===== src/hdl/bqf_pkg.sv =====
// Shared types and constants for the biquad TDF-II filter core.
// No dependencies; used by every module under hdl/.
package bqf_pkg;

   // extra fraction bits carried in the state words beyond the sample format
   localparam int EXTRA_FRAC = 16;

   // register index port and map
   localparam int CSR_INDEX_WIDTH = 3;
   localparam logic [CSR_INDEX_WIDTH-1:0] REG_B0 = 3'd0;
   localparam logic [CSR_INDEX_WIDTH-1:0] REG_B1 = 3'd1;
   localparam logic [CSR_INDEX_WIDTH-1:0] REG_B2 = 3'd2;
   localparam logic [CSR_INDEX_WIDTH-1:0] REG_A1 = 3'd3;
   localparam logic [CSR_INDEX_WIDTH-1:0] REG_A2 = 3'd4;

   typedef enum logic [2:0] {
      SEL_B0,
      SEL_B1,
      SEL_B2,
      SEL_A1,
      SEL_A2
   } coef_sel_type;

   typedef enum logic {
      MUL_X,
      MUL_Y
   } mul_src_type;

   typedef enum logic [1:0] {
      ADD_ZERO,
      ADD_D1,
      ADD_D2,
      ADD_ACC
   } add_src_type;

   // per-cycle control from the sequencer to the datapath and coefficient bank
   typedef struct packed {
      logic         x_load;
      logic         mul_en;
      coef_sel_type coef_sel;
      mul_src_type  mul_src;
      logic         acc_load;
      add_src_type  add_src;
      logic         add_sub;
      logic         y_load;
      logic         scratch_load;
      logic         commit;
   } ctrl_type;

endpackage


===== src/hdl/bqf_coef_bank.sv =====
// Coefficient register bank: five signed coefficients, written by index.
// Depends on bqf_pkg (register map, coefficient select).
module bqf_coef_bank #(
   parameter int COEF_WIDTH = 18
) (
   input  logic                                 clock,
   input  logic                                 reset,
   input  logic                                 csr_write_en,
   input  logic [bqf_pkg::CSR_INDEX_WIDTH-1:0]  csr_index,
   input  logic [COEF_WIDTH-1:0]                csr_wdata,
   input  bqf_pkg::coef_sel_type                coef_sel,
   output logic signed [COEF_WIDTH-1:0]         coef
);

   // unity gain in Q2.(COEF_WIDTH-2)
   localparam logic signed [COEF_WIDTH-1:0] ONE = COEF_WIDTH'(1) << (COEF_WIDTH - 2);

   logic signed [COEF_WIDTH-1:0] b0_ff, b1_ff, b2_ff, a1_ff, a2_ff;

   always_ff @(posedge clock) begin
      if (reset) begin
         b0_ff <= ONE;
         b1_ff <= '0;
         b2_ff <= '0;
         a1_ff <= '0;
         a2_ff <= '0;
      end else if (csr_write_en) begin
         unique case (csr_index)
            bqf_pkg::REG_B0: b0_ff <= csr_wdata;
            bqf_pkg::REG_B1: b1_ff <= csr_wdata;
            bqf_pkg::REG_B2: b2_ff <= csr_wdata;
            bqf_pkg::REG_A1: a1_ff <= csr_wdata;
            bqf_pkg::REG_A2: a2_ff <= csr_wdata;
            default: ;  // unmapped index, dropped
         endcase
      end
   end

   always_comb begin
      unique case (coef_sel)
         bqf_pkg::SEL_B0: coef = b0_ff;
         bqf_pkg::SEL_B1: coef = b1_ff;
         bqf_pkg::SEL_B2: coef = b2_ff;
         bqf_pkg::SEL_A1: coef = a1_ff;
         bqf_pkg::SEL_A2: coef = a2_ff;
         default:         coef = b0_ff;
      endcase
   end

endmodule


===== src/hdl/bqf_seq.sv =====
// Sequencer: walks one item through six steps on the shared multiply-add unit.
// Depends on bqf_pkg (ctrl_type and select enums). Owns rsp_valid.
module bqf_seq (
   input  logic              clock,
   input  logic              reset,
   input  logic              req_valid,
   output logic              req_stall,
   output logic              rsp_valid,
   input  logic              rsp_stall,
   output bqf_pkg::ctrl_type ctrl
);

   typedef enum logic [2:0] {
      ST_IDLE,
      ST_B0,
      ST_B1,
      ST_B2,
      ST_A1,
      ST_A2,
      ST_DONE
   } state_type;

   state_type state_ff, state_in;
   logic      rsp_valid_ff, rsp_valid_in;
   logic      out_free;

   assign out_free  = !rsp_valid_ff || !rsp_stall;
   assign req_stall = (state_ff != ST_IDLE);
   assign rsp_valid = rsp_valid_ff;

   always_comb begin
      ctrl         = '0;
      ctrl.coef_sel = bqf_pkg::SEL_B0;
      ctrl.mul_src  = bqf_pkg::MUL_X;
      ctrl.add_src  = bqf_pkg::ADD_ZERO;
      state_in     = state_ff;
      unique case (state_ff)
         ST_IDLE: begin
            ctrl.x_load = req_valid;
            if (req_valid) state_in = ST_B0;
         end
         ST_B0: begin
            ctrl.mul_en = 1'b1;
            state_in    = ST_B1;
         end
         ST_B1: begin
            ctrl.mul_en   = 1'b1;
            ctrl.coef_sel = bqf_pkg::SEL_B1;
            ctrl.acc_load = 1'b1;
            ctrl.add_src  = bqf_pkg::ADD_D1;
            state_in      = ST_B2;
         end
         ST_B2: begin
            ctrl.mul_en   = 1'b1;
            ctrl.coef_sel = bqf_pkg::SEL_B2;
            ctrl.acc_load = 1'b1;
            ctrl.add_src  = bqf_pkg::ADD_D2;
            ctrl.y_load   = 1'b1;
            state_in      = ST_A1;
         end
         ST_A1: begin
            ctrl.mul_en       = 1'b1;
            ctrl.coef_sel     = bqf_pkg::SEL_A1;
            ctrl.mul_src      = bqf_pkg::MUL_Y;
            ctrl.scratch_load = 1'b1;
            state_in          = ST_A2;
         end
         ST_A2: begin
            ctrl.mul_en   = 1'b1;
            ctrl.coef_sel = bqf_pkg::SEL_A2;
            ctrl.mul_src  = bqf_pkg::MUL_Y;
            ctrl.acc_load = 1'b1;
            ctrl.add_src  = bqf_pkg::ADD_ACC;
            ctrl.add_sub  = 1'b1;
            state_in      = ST_DONE;
         end
         ST_DONE: begin
            ctrl.add_src = bqf_pkg::ADD_D2;
            ctrl.add_sub = 1'b1;
            ctrl.commit  = out_free;
            if (out_free) state_in = ST_IDLE;
         end
         default: state_in = ST_IDLE;
      endcase
   end

   always_comb begin
      rsp_valid_in = rsp_valid_ff;
      if (ctrl.commit) rsp_valid_in = 1'b1;
      else if (!rsp_stall) rsp_valid_in = 1'b0;
   end

   always_ff @(posedge clock) begin
      if (reset) begin
         state_ff     <= ST_IDLE;
         rsp_valid_ff <= 1'b0;
      end else begin
         state_ff     <= state_in;
         rsp_valid_ff <= rsp_valid_in;
      end
   end

endmodule


===== src/hdl/bqf_datapath.sv =====
// Datapath: one registered multiplier, one add/subtract, state words and output.
// Depends on bqf_pkg (ctrl_type, EXTRA_FRAC).
module bqf_datapath #(
   parameter int SAMPLE_WIDTH = 16,
   parameter int COEF_WIDTH   = 18
) (
   input  logic                           clock,
   input  logic                           reset,
   input  bqf_pkg::ctrl_type              ctrl,
   input  logic signed [COEF_WIDTH-1:0]   coef,
   input  logic signed [SAMPLE_WIDTH-1:0] req_sample_in,
   output logic signed [SAMPLE_WIDTH-1:0] rsp_sample_out
);

   localparam int PROD_W  = SAMPLE_WIDTH + COEF_WIDTH;
   localparam int ALIGN_W = SAMPLE_WIDTH + 19;
   localparam int STATE_W = SAMPLE_WIDTH + 20;
   localparam int ACC_W   = SAMPLE_WIDTH + 22;
   localparam int WIDE_W  = SAMPLE_WIDTH + COEF_WIDTH + 19;
   localparam int NEUTRAL = bqf_pkg::EXTRA_FRAC + 2;  // coef width giving state format as-is
   localparam int SHR     = (COEF_WIDTH > NEUTRAL) ? COEF_WIDTH - NEUTRAL : 0;
   localparam int SHL     = (COEF_WIDTH < NEUTRAL) ? NEUTRAL - COEF_WIDTH : 0;
   localparam int SHR_M1  = (SHR > 0) ? SHR - 1 : 0;

   localparam logic signed [WIDE_W-1:0] PROD_HALF =
      (SHR > 0) ? (WIDE_W'(1) << SHR_M1) : '0;
   localparam logic signed [ACC_W-1:0] OUT_HALF = ACC_W'(1) << (bqf_pkg::EXTRA_FRAC - 1);
   localparam logic signed [ACC_W-1:0] Y_MAX =
      ACC_W'({1'b0, {(SAMPLE_WIDTH-1){1'b1}}});
   localparam logic signed [ACC_W-1:0] Y_MIN = -Y_MAX - ACC_W'(1);
   localparam logic signed [ACC_W-1:0] S_MAX = ACC_W'({1'b0, {(STATE_W-1){1'b1}}});
   localparam logic signed [ACC_W-1:0] S_MIN = -S_MAX - ACC_W'(1);

   logic signed [SAMPLE_WIDTH-1:0] x_ff, y_ff, y_in, out_ff, mul_op;
   logic signed [PROD_W-1:0]       product_ff, product_in;
   logic signed [ACC_W-1:0]        acc_ff, sum, add_a, addend, y_round;
   logic signed [STATE_W-1:0]      d1_ff, d2_ff, d1_in, d2_in;
   logic signed [WIDE_W-1:0]       prod_wide, prod_rounded;
   logic signed [ALIGN_W-1:0]      aligned;

   // shared multiplier
   assign mul_op     = (ctrl.mul_src == bqf_pkg::MUL_Y) ? y_ff : x_ff;
   assign product_in = PROD_W'(coef) * PROD_W'(mul_op);

   // bring the product to state format: round off or pad fraction bits
   assign prod_wide    = WIDE_W'(product_ff);
   assign prod_rounded = ((prod_wide + PROD_HALF) >>> SHR) <<< SHL;
   assign aligned      = prod_rounded[ALIGN_W-1:0];

   always_comb begin
      case (ctrl.add_src)
         bqf_pkg::ADD_D1:  add_a = ACC_W'(d1_ff);
         bqf_pkg::ADD_D2:  add_a = ACC_W'(d2_ff);
         bqf_pkg::ADD_ACC: add_a = acc_ff;
         default:          add_a = '0;
      endcase
   end

   assign addend = ACC_W'(aligned);
   assign sum    = ctrl.add_sub ? (add_a - addend) : (add_a + addend);

   // output sample: round half up, then clamp
   assign y_round = (acc_ff + OUT_HALF) >>> bqf_pkg::EXTRA_FRAC;
   always_comb begin
      if (y_round > Y_MAX)      y_in = Y_MAX[SAMPLE_WIDTH-1:0];
      else if (y_round < Y_MIN) y_in = Y_MIN[SAMPLE_WIDTH-1:0];
      else                      y_in = y_round[SAMPLE_WIDTH-1:0];
   end

   // new state words, clamped
   always_comb begin
      if (acc_ff > S_MAX)      d1_in = S_MAX[STATE_W-1:0];
      else if (acc_ff < S_MIN) d1_in = S_MIN[STATE_W-1:0];
      else                     d1_in = acc_ff[STATE_W-1:0];
      if (ctrl.scratch_load)   d2_in = sum[STATE_W-1:0];
      else if (sum > S_MAX)    d2_in = S_MAX[STATE_W-1:0];
      else if (sum < S_MIN)    d2_in = S_MIN[STATE_W-1:0];
      else                     d2_in = sum[STATE_W-1:0];
   end

   always_ff @(posedge clock) begin
      if (ctrl.x_load)   x_ff       <= req_sample_in;
      if (ctrl.mul_en)   product_ff <= product_in;
      if (ctrl.acc_load) acc_ff     <= sum;
      if (ctrl.y_load)   y_ff       <= y_in;
      if (ctrl.commit)   out_ff     <= y_ff;
   end

   // delay_two doubles as scratch for the b2*x term until commit
   always_ff @(posedge clock) begin
      if (reset) begin
         d1_ff <= '0;
         d2_ff <= '0;
      end else begin
         if (ctrl.commit) d1_ff <= d1_in;
         if (ctrl.commit || ctrl.scratch_load) d2_ff <= d2_in;
      end
   end

   assign rsp_sample_out = out_ff;

endmodule


===== src/hdl/biquad_tdf2_filter_core.sv =====
// Top level of the biquad TDF-II filter core.
// Depends on bqf_pkg, bqf_coef_bank, bqf_seq and bqf_datapath.
//
//   channel | ports                            | direction | moves
//   --------+----------------------------------+-----------+-----------------------------
//   req     | req_valid, req_stall, req_sample_in | in     | one sample item
//   rsp     | rsp_valid, rsp_stall, rsp_sample_out | out   | one filtered sample item
//   csr     | csr_write_en, csr_index, csr_wdata | in      | coefficient write, no wait
//
// Sequence: an accepted sample is captured, then the sequencer walks six steps, in
//   which the single registered multiplier forms b0*x, b1*x, b2*x, a1*y, a2*y in turn
//   while one adder folds the terms; no new sample is taken until the steps are done.
// Reset: synchronous, active high; coefficients return to b0 = 1.0, others 0,
//   and both state words clear.
// Stalls: the finished sample sits in an output register; req is taken again
//   while it waits. Only the final step waits if that register is still full.
//
// y = b0*x + d1 ; d1' = sat(b1*x - a1*y + d2) ; d2' = sat(b2*x - a2*y)
module biquad_tdf2_filter_core #(
   parameter int SAMPLE_WIDTH = 16,
   parameter int COEF_WIDTH   = 18
) (
   input  logic                                clock,
   input  logic                                reset,
   // sample in
   input  logic                                req_valid,
   output logic                                req_stall,
   input  logic signed [SAMPLE_WIDTH-1:0]      req_sample_in,
   // sample out
   output logic                                rsp_valid,
   input  logic                                rsp_stall,
   output logic signed [SAMPLE_WIDTH-1:0]      rsp_sample_out,
   // coefficient writes
   input  logic                                csr_write_en,
   input  logic [bqf_pkg::CSR_INDEX_WIDTH-1:0] csr_index,
   input  logic [COEF_WIDTH-1:0]               csr_wdata
);

   bqf_pkg::ctrl_type            ctrl;
   logic signed [COEF_WIDTH-1:0] coef;

   // coefficient registers, read through the sequencer's select
   bqf_coef_bank #(
      .COEF_WIDTH (COEF_WIDTH)
   ) u_coef_bank (
      .clock        (clock),
      .reset        (reset),
      .csr_write_en (csr_write_en),
      .csr_index    (csr_index),
      .csr_wdata    (csr_wdata),
      .coef_sel     (ctrl.coef_sel),
      .coef         (coef)
   );

   // step sequencer; also owns the handshakes
   bqf_seq u_seq (
      .clock     (clock),
      .reset     (reset),
      .req_valid (req_valid),
      .req_stall (req_stall),
      .rsp_valid (rsp_valid),
      .rsp_stall (rsp_stall),
      .ctrl      (ctrl)
   );

   // shared multiply-add, state and output register
   bqf_datapath #(
      .SAMPLE_WIDTH (SAMPLE_WIDTH),
      .COEF_WIDTH   (COEF_WIDTH)
   ) u_datapath (
      .clock          (clock),
      .reset          (reset),
      .ctrl           (ctrl),
      .coef           (coef),
      .req_sample_in  (req_sample_in),
      .rsp_sample_out (rsp_sample_out)
   );

endmodule


===== config.mk =====
export PLATFORM = sky130hd
export DESIGN_NAME = biquad_tdf2_filter_core
export DESIGN_NICKNAME = d
export VERILOG_FILES = /design/src/hdl/bqf_pkg.sv /design/src/hdl/bqf_coef_bank.sv /design/src/hdl/bqf_seq.sv /design/src/hdl/bqf_datapath.sv /design/src/hdl/biquad_tdf2_filter_core.sv
export SDC_FILE = /design/constraint.sdc
export NUM_CORES = 1
export LEC_CHECK = 0
export ABC_CLOCK_PERIOD_IN_PS = 11000
export BUFFER_PORTS_ARGS = -buffer_cell sky130_fd_sc_hd__buf_2
export CAP_MARGIN = 20
export CORE_ASPECT_RATIO = 1.25
export CORE_MARGIN = 10
export CORE_UTILIZATION = 45
export CTS_BUF_LIST = sky130_fd_sc_hd__clkbuf_4
export DETAILED_ROUTE_END_ITERATION = 6
export PLACE_DENSITY = 0.6
export RECOVER_POWER = 50
export SYNTH_ARGS = -nofsm -noshare
export SYNTH_HDL_FRONTEND = slang
export SYNTH_SLANG_ARGS = --single-unit

===== constraint.sdc =====
create_clock -name clock -period 11 [get_ports clock]
set_clock_uncertainty 0.2 [all_clocks]
set_input_delay 2.2 -clock clock [delete_from_list [all_inputs] [get_ports clock]]
set_output_delay 2.2 -clock clock [all_outputs]
set_load 0.02 [all_outputs]

==> results <==
- The run finished, with violations left.
- The final reports fail on capacitance limit, slew limit.
- The cell count of the worst hold path is 2.
- Along the worst path, the maximum fanout reaches 27.
- Of all flip-flops after synthesis, the portion carrying an async set or reset was 0.
- The leakage component of the power is 12.0 nW.
- Dividing the detail-routed via count by the number of cells gives 5.71.
- Of the total power, the clock network draws 0.126.
- The remaining global-route overflow is 0.
- Final hold analysis gives a worst-case slack of 0.252 ns.
- For hold timing, the worst endpoint is u_coef_bank.b1_ff[2].
- The count of cell types in the netlist is 73.
- The number of rows created at floorplan is 98.
- The count of flip-flops with a built-in enable after synthesis is 120.
- The synthesized design contains 286 register bits.
- Setup repair after global routing left no endpoint under its margin.
- The number of global-route vias before repair was 22600.
- The maximum number of pins on one net before global-route repair is 100.
- The share of the Yosys chip area taken by registers is 0.267.
- In this run the power spent charging and discharging nets is 3.80 mW.
- Of the available clock period, the critical path in the final layout requires 0.879.
- The worst-case reg-to-reg path depth is 24.
- TritonCTS built the clock tree.
- The measured slew at the worst slew-check pin is 5.76 ns.
- In the synthesized netlist the dominant register cell turns out to be dfxtp_1.
- In this run the tightest slew margin relative to its limit is -2.84.
- The tree built by TritonCTS fans out to 286 sinks.
- The setup TNS is 0 ns.
- The number of max-capacitance violations reported is 6.
- The library cell with the largest summed area after synthesis is fa_1.
- The quantity of hold-fixing buffers added after cts is 0.
- The number of antenna-violating nets in the routed design is 0.
- The DRC violation count after routing is 0.
- Sorting the synthesized cells by area gives the leading types as fa_1, edfxtp_1, dfxtp_1.
- The clock tree root buffer cell is clkbuf_4.
- STA classifies the critical path startpoint as a flop.
- The internal portion of the total power is 4.03 mW.
- For this configuration, the core starts out at a cell density of 0.454.
- After the first detailed-routing iteration, the DRC count stood at 1759.
- The number of gates resized after CTS was 0.
- In the global route stage, overall resource usage came out at 0.235.
- The die outline area is 0.0677 mm^2.
- The placed wire-length estimate after detailed placement is 58900 um.
- The die is 288 um tall.
- The smallest setup slack after layout is 1.33 ns.
- The worst register-to-register path ends at u_datapath.product_ff[33].
- The first global-routing pass estimated 125000 um of wire.
- The H-tree depth is 3.
- In the final routed layout, each cell accounts on average for 21.2 um.
- Leaving out fill and tap cells, the most frequent cell in the layout is nand2_1.
- The critical setup path kind is reg2reg.
- The hold path startpoint is u_coef_bank.b1_ff[2].
- In this run, CTS created clock tree buffers numbering 79.
- The region available for standard cell placement spans 0.0571 mm^2.
- Once layout is done, the placed cells without fillers occupy 0.0280 mm^2.
- The final period demand of the worst path is 9.67 ns.
- The fraction of power consumed by sequential logic is 0.206.
- Prior to clock tree synthesis, the placed netlist has a worst setup slack of 1.49 ns.
- Setup violations remaining at the end of the flow were counted as 0.
- The clock latency of the later-clocked register in the worst-skew pair is 0.89 ns.
- Wires add up to 79200 um.
- The final hold violation count is 0.
- The horizontal die dimension is 235 um.
- The routed layout has 21400 vias.
- In the final design database the tool counted 3386 nets.
- The post-synthesis net count is 3343.
- Leaving out fill and tap cells, the most frequent cells in the layout are nand2_1, inv_1, fa_1, nor2_1, a21oi_1.
- The initial antenna violation count came to 4.
- At the worst endpoint, the arrival time is 10.01 ns.
- The filler cells instantiated in the layout total 5568.
- The net switching fraction of the power is 0.485.
- The area growth from synthesis to layout is 7.85%.
- Once placement finished, the instance area stood at 0.0270 mm^2.
- The post-synth design cell area is 0.0260 mm^2.
- The startpoint of the most critical register-to-register path is u_seq.state_ff[1].
- The fraction of power consumed by combinational cells is 0.668.
- The ratio of cells with drive above 1 in the final layout is 0.105.
- After synthesis, the mean cell area works out to 9.00 um^2.
- The path class of the tightest hold or removal check is reg2reg.
- The buffers inserted during post-CTS setup optimization is 0.
- IR analysis of the VDD net gives a maximum drop of 0.391 mV.
- The pre-antenna-repair detailed-routing pass consisted of 6 iterations.
- The share of Yosys cell area claimed by the top area cell type is 0.224.
- Clock-pin slew was measured on the worst setup and hold paths at 0.07 ns.
- The total design power is 7.84 mW.
- The number of instances in the synthesized netlist is 2885.
- STA puts the critical path data required time at 11.33 ns.
- During I/O placement, the number of pins put on the boundary was 60.
- The final count of pins violating max slew is 321.
- The power per cell area is 280 mW/mm^2.
- The slack of the worst reg-to-reg path is 1.33 ns.
- The timing-limited maximum frequency is 103 MHz.
- For this run, the number of Yosys warnings is 0.
- In this run the deepest clock path goes through 3 buffers.
- The number of buffer cells added on primary ports is 59.
- The congestion estimate from routability-driven global placement came to 0.921.
- The worst setup path is captured at a flop.
## how the worst max path moves through the flow
stage | from | end | cells after the start
finish | u_seq.state_ff[1] | u_datapath.product_ff[33] | 24
global route | u_seq.state_ff[1] | u_datapath.product_ff[33] | 24
CTS | u_seq.state_ff[2] | u_datapath.product_ff[33] | 24
detailed placement | u_seq.state_ff[2] | u_datapath.product_ff[33] | 24
global placement | u_seq.state_ff[2] | u_datapath.product_ff[33] | 24
floorplan | u_seq.state_ff[0] | u_datapath.product_ff[33] | 28
## final cells by class
cell class | count | area [um^2] | share of cell area
inverters | 377 | 1420 | 0.0506
repair buffers | 104 | 609 | 0.0218
well taps | 750 | 938 | 0.0335
clock inverters | 21 | 111 | 0.00398
flip-flops and latches | 286 | 6930 | 0.248
diodes | 5 | 12.5 | 0.000447
multi-input cells | 2080 | 17100 | 0.610
clock buffers | 119 | 893 | 0.0319
## critical path, stage by stage, from the launching register on
cell and delay, ns:
dfxtp_1 0.92, nor2b_1 0.44, and2_0 1.06, a32oi_1 0.15
nand3_1 0.16, o21ai_1 0.13, buf_4 0.25, or2_2 0.36
fa_1 0.58, inv_1 0.08, fa_1 0.97, fa_1 0.53
fa_1 0.49, fa_1 0.54, inv_1 0.05, fa_1 0.53
inv_1 0.04, ha_1 0.34, a21o_1 0.21, a21oi_1 0.21
nand2_1 0.08, a21oi_1 0.30, nor3_1 0.09, a2111oi_0 0.45
xnor2_1 0.13
## sequential cells by signal, indices dropped and copies added (netlist names), 18 cells and up
name,count
u_coef_bank.b2_ff,18
u_datapath.product_ff,34
u_datapath.d2_ff,36
u_datapath.d1_ff,36
u_coef_bank.a1_ff,18
u_coef_bank.b0_ff,18
u_coef_bank.b1_ff,18
u_datapath.acc_ff,38
u_coef_bank.a2_ff,18
## per-stage QoR
stage / util / cells
final: 0.490 / 3742
after global routing: 0.490 / 3739
after CTS: 0.490 / 3736
after detailed placement: 0.472 / 3596
after global placement: 0.472 / 3596
after floorplan: - / 2885
## per-layer routing
metal	global-route usage	vias up	routed length (um)
li1	-	9681	-
met1	0.268	10700	30100
met2	0.420	807	40000
met3	0.0433	201	5640
met4	0.111	0	3400
met5	0	-	0
## power by group through the flow
| stage | clock network [mW] | logic (mW) | registers (mW) |
|---|---|---|---|
| 3_5_place_dp | 0 | 5.26 | 1.63 |
| 4_1_cts | 1.02 | 5.31 | 1.61 |
| 2_1_floorplan | 0 | 3.99 | 1.54 |
| 5_1_grt | 1.07 | 6.03 | 1.63 |
| 6_report | 0.990 | 5.23 | 1.62 |
| 3_3_place_gp | 0 | 5.17 | 1.63 |
## Yosys cell counts, types with 4 or more instances
cell	n
o41ai_1	5
o22ai_1	38
o31ai_2	29
nor2_1	283
nand2_1	414
a21o_1	26
nor3_1	16
and4_1	4
xnor2_1	69
and2_1	10
a41oi_1	5
a21boi_0	4
or2_2	13
mux2i_1	76
xor2_1	48
buf_6	8
dfxtp_1	166
a22oi_1	36
o21ai_1	19
and3_1	11
nand3_1	29
nand4_1	8
buf_2	10
a211oi_1	34
or4_1	5
fa_1	291
o211ai_1	5
nand2b_1	29
ha_1	125
nor2b_1	20
nor4_1	8
o21bai_1	5
o21a_1	17
clkbuf_1	114
o21ai_0	87
buf_1	10
a211o_1	13
a21oi_1	192
edfxtp_1	120
a221o_1	4
o31ai_1	14
a31oi_1	13
a211oi_2	31
inv_1	377
## cell families (layout without fill, tap and decap cells)
family / after synthesis / after routing / share of synthesized area
compound gates: 610 / 610 / 0.162
flops: 286 / 286 / 0.267
mux: 77 / 77 / 0.0297
fa+ha+maj: 416 / 416 / 0.285
simple gates: 860 / 860 / 0.140
xor+xnor: 117 / 117 / 0.0395
buf+inv: 519 / 621 / 0.0779
other cells: 0 / 5 / 0
(Power assumes the default switching activity.)
